`config.mk`:
```
export PLATFORM = sky130hd
export DESIGN_NAME = bpr_alu
export DESIGN_NICKNAME = d
export VERILOG_FILES = /design/src/rtl/bpr_pkg.sv /design/src/rtl/bpr_alu.sv
export SDC_FILE = /design/constraint.sdc
export NUM_CORES = 2
export LEC_CHECK = 0
export BUFFER_PORTS_ARGS = -buffer_cell sky130_fd_sc_hd__buf_2
export CORE_ASPECT_RATIO = 1.5
export CORE_MARGIN = 2
export CORE_UTILIZATION = 60
export CTS_BUF_LIST = sky130_fd_sc_hd__clkbuf_8
export CTS_CLUSTER_DIAMETER = 80
export DETAILED_ROUTE_END_ITERATION = 6
export HOLD_SLACK_MARGIN = 0.08
export PLACE_DENSITY_LB_ADDON = 0.25
export SLEW_MARGIN = 20
export SYNTH_ARGS = -nofsm -noshare
export SYNTH_HDL_FRONTEND = slang
export SYNTH_SLANG_ARGS = --single-unit
```
`constraint.sdc`:
```
create_clock -name clk -period 33.4 [get_ports clk]
set_input_delay 5.01 -clock clk [delete_from_list [all_inputs] [get_ports clk]]
set_output_delay 5.01 -clock clk [all_outputs]
set_load 0.01 [all_outputs]
```
`src/rtl/bpr_pkg.sv`:
```
// ----------------------------------------------------------------------------
// bpr_pkg
// Shared types and constants of the BPR link cost evaluator: fixed-point
// format, saturation limits, shared arithmetic unit opcodes and state types.
// ----------------------------------------------------------------------------
package bpr_pkg;

  localparam int FRAC_BITS = 16;
  localparam int BETA_MAX  = 15;

  // payload widths
  localparam int IDX_W   = 16;
  localparam int IN_W    = 32;
  localparam int BETA_W  = 4;
  localparam int OUT_W   = 48;
  localparam int TOT_W   = 63;
  localparam int STAT_W  = 2;

  // internal value width and shared unit sizes
  localparam int VAL_W   = 64;
  localparam int HALF_W  = 32;
  localparam int ACC_W   = 2 * VAL_W;
  localparam int DQ_W    = 63 + FRAC_BITS;
  localparam int CNT_W   = $clog2(DQ_W + 1);

  localparam logic [VAL_W-1:0] LIM   = {1'b0, {(VAL_W-1){1'b1}}};
  localparam logic [VAL_W-1:0] ONE   = VAL_W'(1) << FRAC_BITS;
  localparam logic [VAL_W-1:0] OUT48 = {{(VAL_W-OUT_W){1'b0}}, {OUT_W{1'b1}}};
  localparam logic [VAL_W-1:0] POS47 = {{(VAL_W-OUT_W+1){1'b0}}, {(OUT_W-1){1'b1}}};
  localparam logic [VAL_W-1:0] NEG47 = VAL_W'(1) << (OUT_W - 1);

  // iteration counts of the restoring divider
  localparam logic [CNT_W-1:0] DIV_N_RATIO = CNT_W'(HALF_W + FRAC_BITS);
  localparam logic [CNT_W-1:0] DIV_N_FX    = CNT_W'(DQ_W);
  localparam logic [CNT_W-1:0] DIV_N_INT   = CNT_W'(63);

  // multiplier partial product steps (four products plus one drain step)
  localparam logic [2:0] MUL_LAST_STEP = 3'd4;

  typedef enum logic [2:0] {
    OP_MUL_FX,
    OP_MUL_INT,
    OP_DIV_RATIO,
    OP_DIV_FX,
    OP_DIV_INT
  } alu_op_t;

  typedef enum logic [2:0] {
    A_IDLE,
    A_MUL,
    A_DIV,
    A_FIN,
    A_DONE
  } alu_state_t;

  typedef enum logic [3:0] {
    S_IDLE,
    S_DIV_R,
    S_POW,
    S_AP,
    S_TIME,
    S_ALT0,
    S_SPREV,
    S_SBETA,
    S_DT,
    S_TF,
    S_TAP,
    S_DIVT,
    S_FDT,
    S_SUM,
    S_FIN
  } seq_state_t;

  typedef enum logic [STAT_W-1:0] {
    ST_OK,
    ST_ZERO_CAP,
    ST_SAT
  } status_t;

  typedef struct packed {
    logic    start;
    alu_op_t op;
  } alu_req_t;

  typedef struct packed {
    logic done;
    logic sat;
  } alu_rsp_t;

endpackage

```
`src/rtl/bpr_alu.sv`:
```
// ----------------------------------------------------------------------------
// bpr_alu
// Shared multi-cycle arithmetic unit: 64x64 fixed-point or integer multiply
// from four 32x32 partial products, and a one-bit-per-cycle restoring divider.
// Results are clamped at 2^63-1 with a saturation flag.
// ----------------------------------------------------------------------------
module bpr_alu (
  input  logic                         clk,
  input  logic                         rst_n,
  input  bpr_pkg::alu_req_t            req,
  input  logic [bpr_pkg::VAL_W-1:0]    opa,
  input  logic [bpr_pkg::VAL_W-1:0]    opb,
  output bpr_pkg::alu_rsp_t            rsp,
  output logic [bpr_pkg::VAL_W-1:0]    res
);

  bpr_pkg::alu_state_t state_r, state_nxt;
  bpr_pkg::alu_op_t    op_r;

  logic [bpr_pkg::VAL_W-1:0]   a_r, b_r;
  logic [2:0]                  step_r;
  logic [1:0]                  pk_r;
  logic [2*bpr_pkg::HALF_W-1:0] prod_r;
  logic [bpr_pkg::ACC_W-1:0]   acc_r;
  logic [bpr_pkg::DQ_W-1:0]    dq_r;
  logic [bpr_pkg::HALF_W-1:0]  rem_r, dvs_r;
  logic [bpr_pkg::CNT_W-1:0]   cnt_r;
  logic [bpr_pkg::VAL_W-1:0]   res_r;
  logic                        sat_r;

  logic                        req_div;
  logic [bpr_pkg::HALF_W-1:0]  a_half, b_half;
  logic [bpr_pkg::ACC_W-1:0]   pp_shifted;
  logic [bpr_pkg::HALF_W:0]    trial, diff;
  logic                        q_bit;
  logic [bpr_pkg::VAL_W-1:0]   fin_val;
  logic                        fin_ovf;

  assign req_div = (req.op == bpr_pkg::OP_DIV_RATIO) || (req.op == bpr_pkg::OP_DIV_FX) ||
                   (req.op == bpr_pkg::OP_DIV_INT);

  // next state
  always_comb begin
    state_nxt = state_r;
    case (state_r)
      bpr_pkg::A_IDLE: begin
        if (req.start) state_nxt = req_div ? bpr_pkg::A_DIV : bpr_pkg::A_MUL;
      end
      bpr_pkg::A_MUL: begin
        if (step_r == bpr_pkg::MUL_LAST_STEP) state_nxt = bpr_pkg::A_FIN;
      end
      bpr_pkg::A_DIV: begin
        if (cnt_r == bpr_pkg::CNT_W'(1)) state_nxt = bpr_pkg::A_FIN;
      end
      bpr_pkg::A_FIN:  state_nxt = bpr_pkg::A_DONE;
      bpr_pkg::A_DONE: state_nxt = bpr_pkg::A_IDLE;
      default:         state_nxt = bpr_pkg::A_IDLE;
    endcase
  end

  // outputs
  always_comb begin
    rsp.done = (state_r == bpr_pkg::A_DONE);
    rsp.sat  = sat_r;
    res      = res_r;
  end

  // partial product select: lo*lo, lo*hi, hi*lo, hi*hi
  assign a_half = step_r[1] ? a_r[bpr_pkg::VAL_W-1:bpr_pkg::HALF_W] : a_r[bpr_pkg::HALF_W-1:0];
  assign b_half = step_r[0] ? b_r[bpr_pkg::VAL_W-1:bpr_pkg::HALF_W] : b_r[bpr_pkg::HALF_W-1:0];

  always_comb begin
    case (pk_r)
      2'd0:    pp_shifted = {{bpr_pkg::VAL_W{1'b0}}, prod_r};
      2'd1,
      2'd2:    pp_shifted = {{bpr_pkg::HALF_W{1'b0}}, prod_r, {bpr_pkg::HALF_W{1'b0}}};
      default: pp_shifted = {prod_r, {bpr_pkg::VAL_W{1'b0}}};
    endcase
  end

  // restoring divide step
  assign trial = {rem_r, dq_r[bpr_pkg::DQ_W-1]};
  assign diff  = trial - {1'b0, dvs_r};
  assign q_bit = (trial >= {1'b0, dvs_r});

  // final clamp
  always_comb begin
    case (op_r)
      bpr_pkg::OP_MUL_FX: begin
        fin_ovf = |acc_r[bpr_pkg::ACC_W-1:63+bpr_pkg::FRAC_BITS];
        fin_val = {1'b0, acc_r[62+bpr_pkg::FRAC_BITS:bpr_pkg::FRAC_BITS]};
      end
      bpr_pkg::OP_MUL_INT: begin
        fin_ovf = |acc_r[bpr_pkg::ACC_W-1:63];
        fin_val = {1'b0, acc_r[62:0]};
      end
      default: begin
        fin_ovf = |dq_r[bpr_pkg::DQ_W-1:63];
        fin_val = {1'b0, dq_r[62:0]};
      end
    endcase
  end

  always_ff @(posedge clk) begin
    if (!rst_n) begin
      state_r <= bpr_pkg::A_IDLE;
    end else begin
      state_r <= state_nxt;
    end
  end

  always_ff @(posedge clk) begin
    case (state_r)
      bpr_pkg::A_IDLE: begin
        if (req.start) begin
          op_r   <= req.op;
          a_r    <= opa;
          b_r    <= opb;
          step_r <= 3'd0;
          acc_r  <= '0;
          rem_r  <= '0;
          dvs_r  <= opb[bpr_pkg::HALF_W-1:0];
          // dividend is left aligned so the quotient ends up right aligned
          if (req.op == bpr_pkg::OP_DIV_RATIO) begin
            dq_r  <= {opa[bpr_pkg::HALF_W-1:0], {(bpr_pkg::DQ_W-bpr_pkg::HALF_W){1'b0}}};
            cnt_r <= bpr_pkg::DIV_N_RATIO;
          end else begin
            dq_r  <= {opa[62:0], {bpr_pkg::FRAC_BITS{1'b0}}};
            cnt_r <= (req.op == bpr_pkg::OP_DIV_INT) ? bpr_pkg::DIV_N_INT : bpr_pkg::DIV_N_FX;
          end
        end
      end
      bpr_pkg::A_MUL: begin
        if (step_r != bpr_pkg::MUL_LAST_STEP) begin
          prod_r <= a_half * b_half;
          pk_r   <= step_r[1:0];
        end
        if (step_r != 3'd0) acc_r <= acc_r + pp_shifted;
        step_r <= step_r + 3'd1;
      end
      bpr_pkg::A_DIV: begin
        dq_r  <= {dq_r[bpr_pkg::DQ_W-2:0], q_bit};
        rem_r <= q_bit ? diff[bpr_pkg::HALF_W-1:0] : trial[bpr_pkg::HALF_W-1:0];
        cnt_r <= cnt_r - bpr_pkg::CNT_W'(1);
      end
      bpr_pkg::A_FIN: begin
        res_r <= fin_ovf ? bpr_pkg::LIM : fin_val;
        sat_r <= fin_ovf;
      end
      default: begin
      end
    endcase
  end

endmodule

```
==> Word-level counts from Yosys, hierarchy flattened <==
Index checks and enable logic that the tools add are counted.
{ "totals": {"ff_bits": 546, "in_bits": 134, "word_cells": 80} }
{ "op_classes": {"addsub": 4, "multipliers": 1, "order_cmp": 1, "n_eq_ne": 17, "muxes": 25, "n_reduce_logical": 18} }
{ "ops": {"columns": ["op", "count"], "rows": [
  ["128-bit case mux with 2 select lines", 2],
  ["128-bit 2-to-1 mux", 2],
  ["79-bit 2-to-1 mux", 2],
  ["79-bit case mux with 2 select lines", 1],
  ["128-bit adder", 1],
  ["32-bit 2-to-1 mux", 4],
  ["63-bit case mux with 2 select lines", 1],
  ["65-bit OR reduction", 1],
  ["32-bit by 32-bit multiplier with 64-bit output", 1],
  ["32-bit case mux with 2 select lines", 1],
  ["49-bit OR reduction", 1],
  ["33-bit by 32-bit greater-or-equal comparator with 1-bit output", 1],
  ["32-bit subtractor", 1],
  ["7-bit 2-to-1 mux", 3],
  ["16-bit OR reduction", 1],
  ["7-bit case mux with 2 select lines", 1],
  ["3-bit by 2-bit equality test with 1-bit output, second input constant", 4],
  ["3-bit 2-to-1 mux", 4],
  ["3-bit case mux with 4 select lines", 1],
  ["3-bit equality test, second input constant", 3],
  ["2-bit inequality test, second input constant", 4],
  ["2-bit AND reduction", 4],
  ["7-bit by 1-bit equality test with 1-bit output, second input constant", 1],
  ["7-bit by 1-bit subtractor with 7-bit output, second input constant", 1],
  ["other kinds (15)", 20]
]} }

==> Longest topological paths before layout <==
{ "logic_depth": {"ltp_word": 6, "mapped_depth": 34, "depth_no_buf": 30} }

==> Worst setup path before layout <==
Ideal clock, no wire load.
{ "synth_timing": {"path_kind": "input -> register", "from": "in req[3] (netlist bit)", "to": "reg acc_r[0] (netlist bit), enable pin", "setup_ns": 0.498, "arrival_time_ns": 22.706, "required_time_ns": 32.902, "setup_slack_ns": 10.196, "path_stages": 3, "path_buffers": 0, "cell_sequence": "nor4b_1 or2_2 o21a_1"} }
{ "synth_via": {"elab_chain_cells": 2} }
{ "synth_lines": {"columns": ["element", "line", "rtl"], "rows": [
  ["start: declaration", "bpr_alu.sv:10", "input bpr_pkg::alu_req_t req,"],
  ["2-bit inequality test (no line)", null, null],
  ["3-bit AND reduction (no line)", null, null],
  ["end signal: assignment", "bpr_alu.sv:138", "if (step_r != 3'd0) acc_r <= acc_r + pp_shifted;"],
  ["end: declaration", "bpr_alu.sv:24", "logic [bpr_pkg::ACC_W-1:0] acc_r;"]
]} }
No other way between the ends.
A chain may end at the register's enable or synchronous reset.

==> Worst setup path after layout <==
{ "layout_timing": {"from": "reg step_r[0]", "to": "reg prod_r[63] (netlist bit) (data pin)"} }
{ "layout_via": {"elab_chain_cells": 2} }
{ "layout_lines": {"columns": ["element", "line", "rtl"], "rows": [
  ["start: declaration", "bpr_alu.sv:21", "logic [2:0] step_r;"],
  ["start signal: assignment", "bpr_alu.sv:139", "step_r <= step_r + 3'd1;"],
  ["32-bit 2-to-1 mux", "bpr_alu.sv:70", "assign b_half = step_r[0] ? b_r[bpr_pkg::VAL_W-1:bpr_pkg::HALF_W] : b_r[bpr_pkg::HALF_W-1:0];"],
  ["32-bit by 32-bit multiplier with 64-bit output", "bpr_alu.sv:135", "prod_r <= a_half * b_half;"],
  ["end signal: assignment", "bpr_alu.sv:135", null],
  ["end: declaration", "bpr_alu.sv:23", "logic [2*bpr_pkg::HALF_W-1:0] prod_r;"]
]} }
No other way between the ends.

==> reports/metrics.cfg <==
[placement]
dp.final_hpwl_um=186000
place_congestion=1.06
place_ws_ns=24.28
dp_cells=8122
io_buffers=198

[detailed_routing]
firstDrtPassIters=7
routed_wl_um=239000
ant_nets=0
drc_errors=3
avgViaCountPerCell=6.40
vias=53000
wl_per_cell_um=28.8
initialDrtViolationCount=5424

[die]
die_h_um=403
start_util_pct=60.4
rows=146
die_area_um2=109000
die_w_um=270
io_pins=200
coreArea_um2=106000

[worst_setup_path]
crit_slowest_cell=a21boi_1
r2r_slack_ns=24.21
max_stage_delay_ns=0.67
worst_r2r_endpoint=prod_r[63]
crit_type=flip-flop to flip-flop
cpMostUsedCell=fa_1
cp-start-kind=flip-flop
cp.arrival_ns=9.74
r2r_cells=26
cp-end-kind=flip-flop
crit_path_start=step_r[0]
rr_startpoint=step_r[0]
cp.required_ns=33.96
cp_max_fo=64

[timing]
period_share_pct=27.5
slew_violations=0
relSlewSlack_pct=18.2
fmax_mhz=109
setup_slack_ns=24.21
setup_violations=0
hold_viol_final=0
rsz0062_at_grt=false
setup_tns_ns=0
worst_slew_pin_slew_ns=1.22
fin_crit_ns=9.19
skew_ns=0.0708

[synth]
synth_area_leader_cell=fa_1
synth_warnings=0
syn_area_um2=63800
yosys-top-cells-area=fa_1 28%, edfxtp_1 24%, ha_1 8.4%
netlist_instances=6752
synth_top_area_share_pct=28.2
syn-num-nets=8212
synth_edf_count=510
synth_seq_cells=513
ys_types=100
ys.flop_type=edfxtp_1
async_flop_share_pct=0
synth-seq-area-share_pct=24.1
syn_avg_cell_area_um2=9.45

[global_routing]
track_usage_pct=44.1
grt_first_pass_wirelength_um=347000
antenna_found_initial=14
grt_pass1_vias=54900
grt_max_degree=82
overflow=0

[clock_network]
insertion_delay_ns=0.84
cts_resized=0
cts.clk_slew.worst_paths_ns=0.07
cts_made_buffers=85
holdBufCountCts=0
clock-sinks=513
cts_tree=built
post-cts-setup-buffer-count=0
clockBufferDepth=3
htreeDepth=3
clock-root-buffer=clkbuf_8

[min_path]
hold_path_end=res[48]
hold_depth=1
min_from=dq_r[48]
min_path_type=flip-flop to flip-flop

[finish]
finalNetCount=8263
drive_above_1_share_pct=8.37
layout_common_cells=966 x inv_1, 964 x nor2_1, 898 x fa_1
fin_util_pct=64.5
final_cells=8285
syn2layout_area_growth_pct=6.81
final_common_cell=inv_1

[run_status]
violations=design-rule violations
outcome=finished with violations

[flow_run]
max_cap_violations=0

sequential cells by signal (all words and copies together) (netlist names):
register and flops:
sat_r 1, state_r 3, dq_r 79, cnt_r 7, rem_r 32, b_r 64
acc_r 128, prod_r 64, pk_r 2, step_r 3, res 63, a_r 64
op_r 3
cell type report:
| type | instances | area [um^2] |
|---|---|---|
| Multi-Input combinational cell | 4952 | 43900 |
| Fill cell | 8928 | 37400 |
| Sequential cell | 513 | 15400 |
| Inverter | 955 | 3580 |
| Tap cell | 1406 | 1760 |
| Timing Repair Buffer | 296 | 1730 |
| Clock buffer | 85 | 1170 |
| Clock inverter | 67 | 576 |
| Antenna cell | 11 | 27.5 |
critical path: cells and delay by family, from the launching register on:
kind	cells	cell delay [ns]
buffers and inverters	4	0.87
flip-flops	1	0.40
XOR/XNOR	1	0.11
AND/OR/NAND/NOR	3	0.38
AO/OA/AOI/OAI	9	2.73
adder cells (fa/ha/maj)	9	4.38
metal layers:
metal | track usage [%] | share of wire (%)
met4 | 42.3 | 12
met3 | 10.5 | 9.6
met2 | 70.8 | 46
met5 | 0 | 0.012
met1 | 47.8 | 32
how the worst max path moves through the flow:
stage,end,slack [ns]
5_1_grt,prod_r[63],23.89
3_5_place_dp,prod_r[63],24.28
3_3_place_gp,prod_r[63],24.48
2_1_floorplan,acc_r[0],10.20
4_1_cts,prod_r[63],24.33
6_report,prod_r[63],24.21
synthesized netlist by cell type, types with 66 or more instances:
master,number
o21ai_0,210
xnor2_1,124
nand2_1,705
xor2_1,81
a21o_1,100
edfxtp_1,510
and2_1,83
clkbuf_1,296
a211o_1,66
a21oi_1,311
a22o_1,96
inv_1,954
fa_1,898
nand4_1,87
ha_1,428
nor2_1,967
mux2i_1,160
logic make-up (layout without fill, tap and decap cells):
group	after synthesis	count (layout)	synth area share (%)
xor gates and xnor gates	205	205	2.81
adders and majority gates	1326	1326	36.6
and+or+nand+nor	2103	2103	14.0
other	1	12	0.00588
AOI/OAI and AO/OA	1124	1124	11.8
muxes	193	193	3.09
buffers and inverters	1287	1403	7.70
DFF	513	513	24.1
metrics by stage:
stage	hold slack, ns	cell area (um^2)
global placement	0.532	66400
CTS	0.540	68100
finish	0.529	68200
detailed placement	0.535	66400
floorplan	0.455	63800
global route	0.575	68100
Power is left out: the tool's default activity adds up to more than one toggle a clock period on the data nets, which glitch-free logic cannot reach.
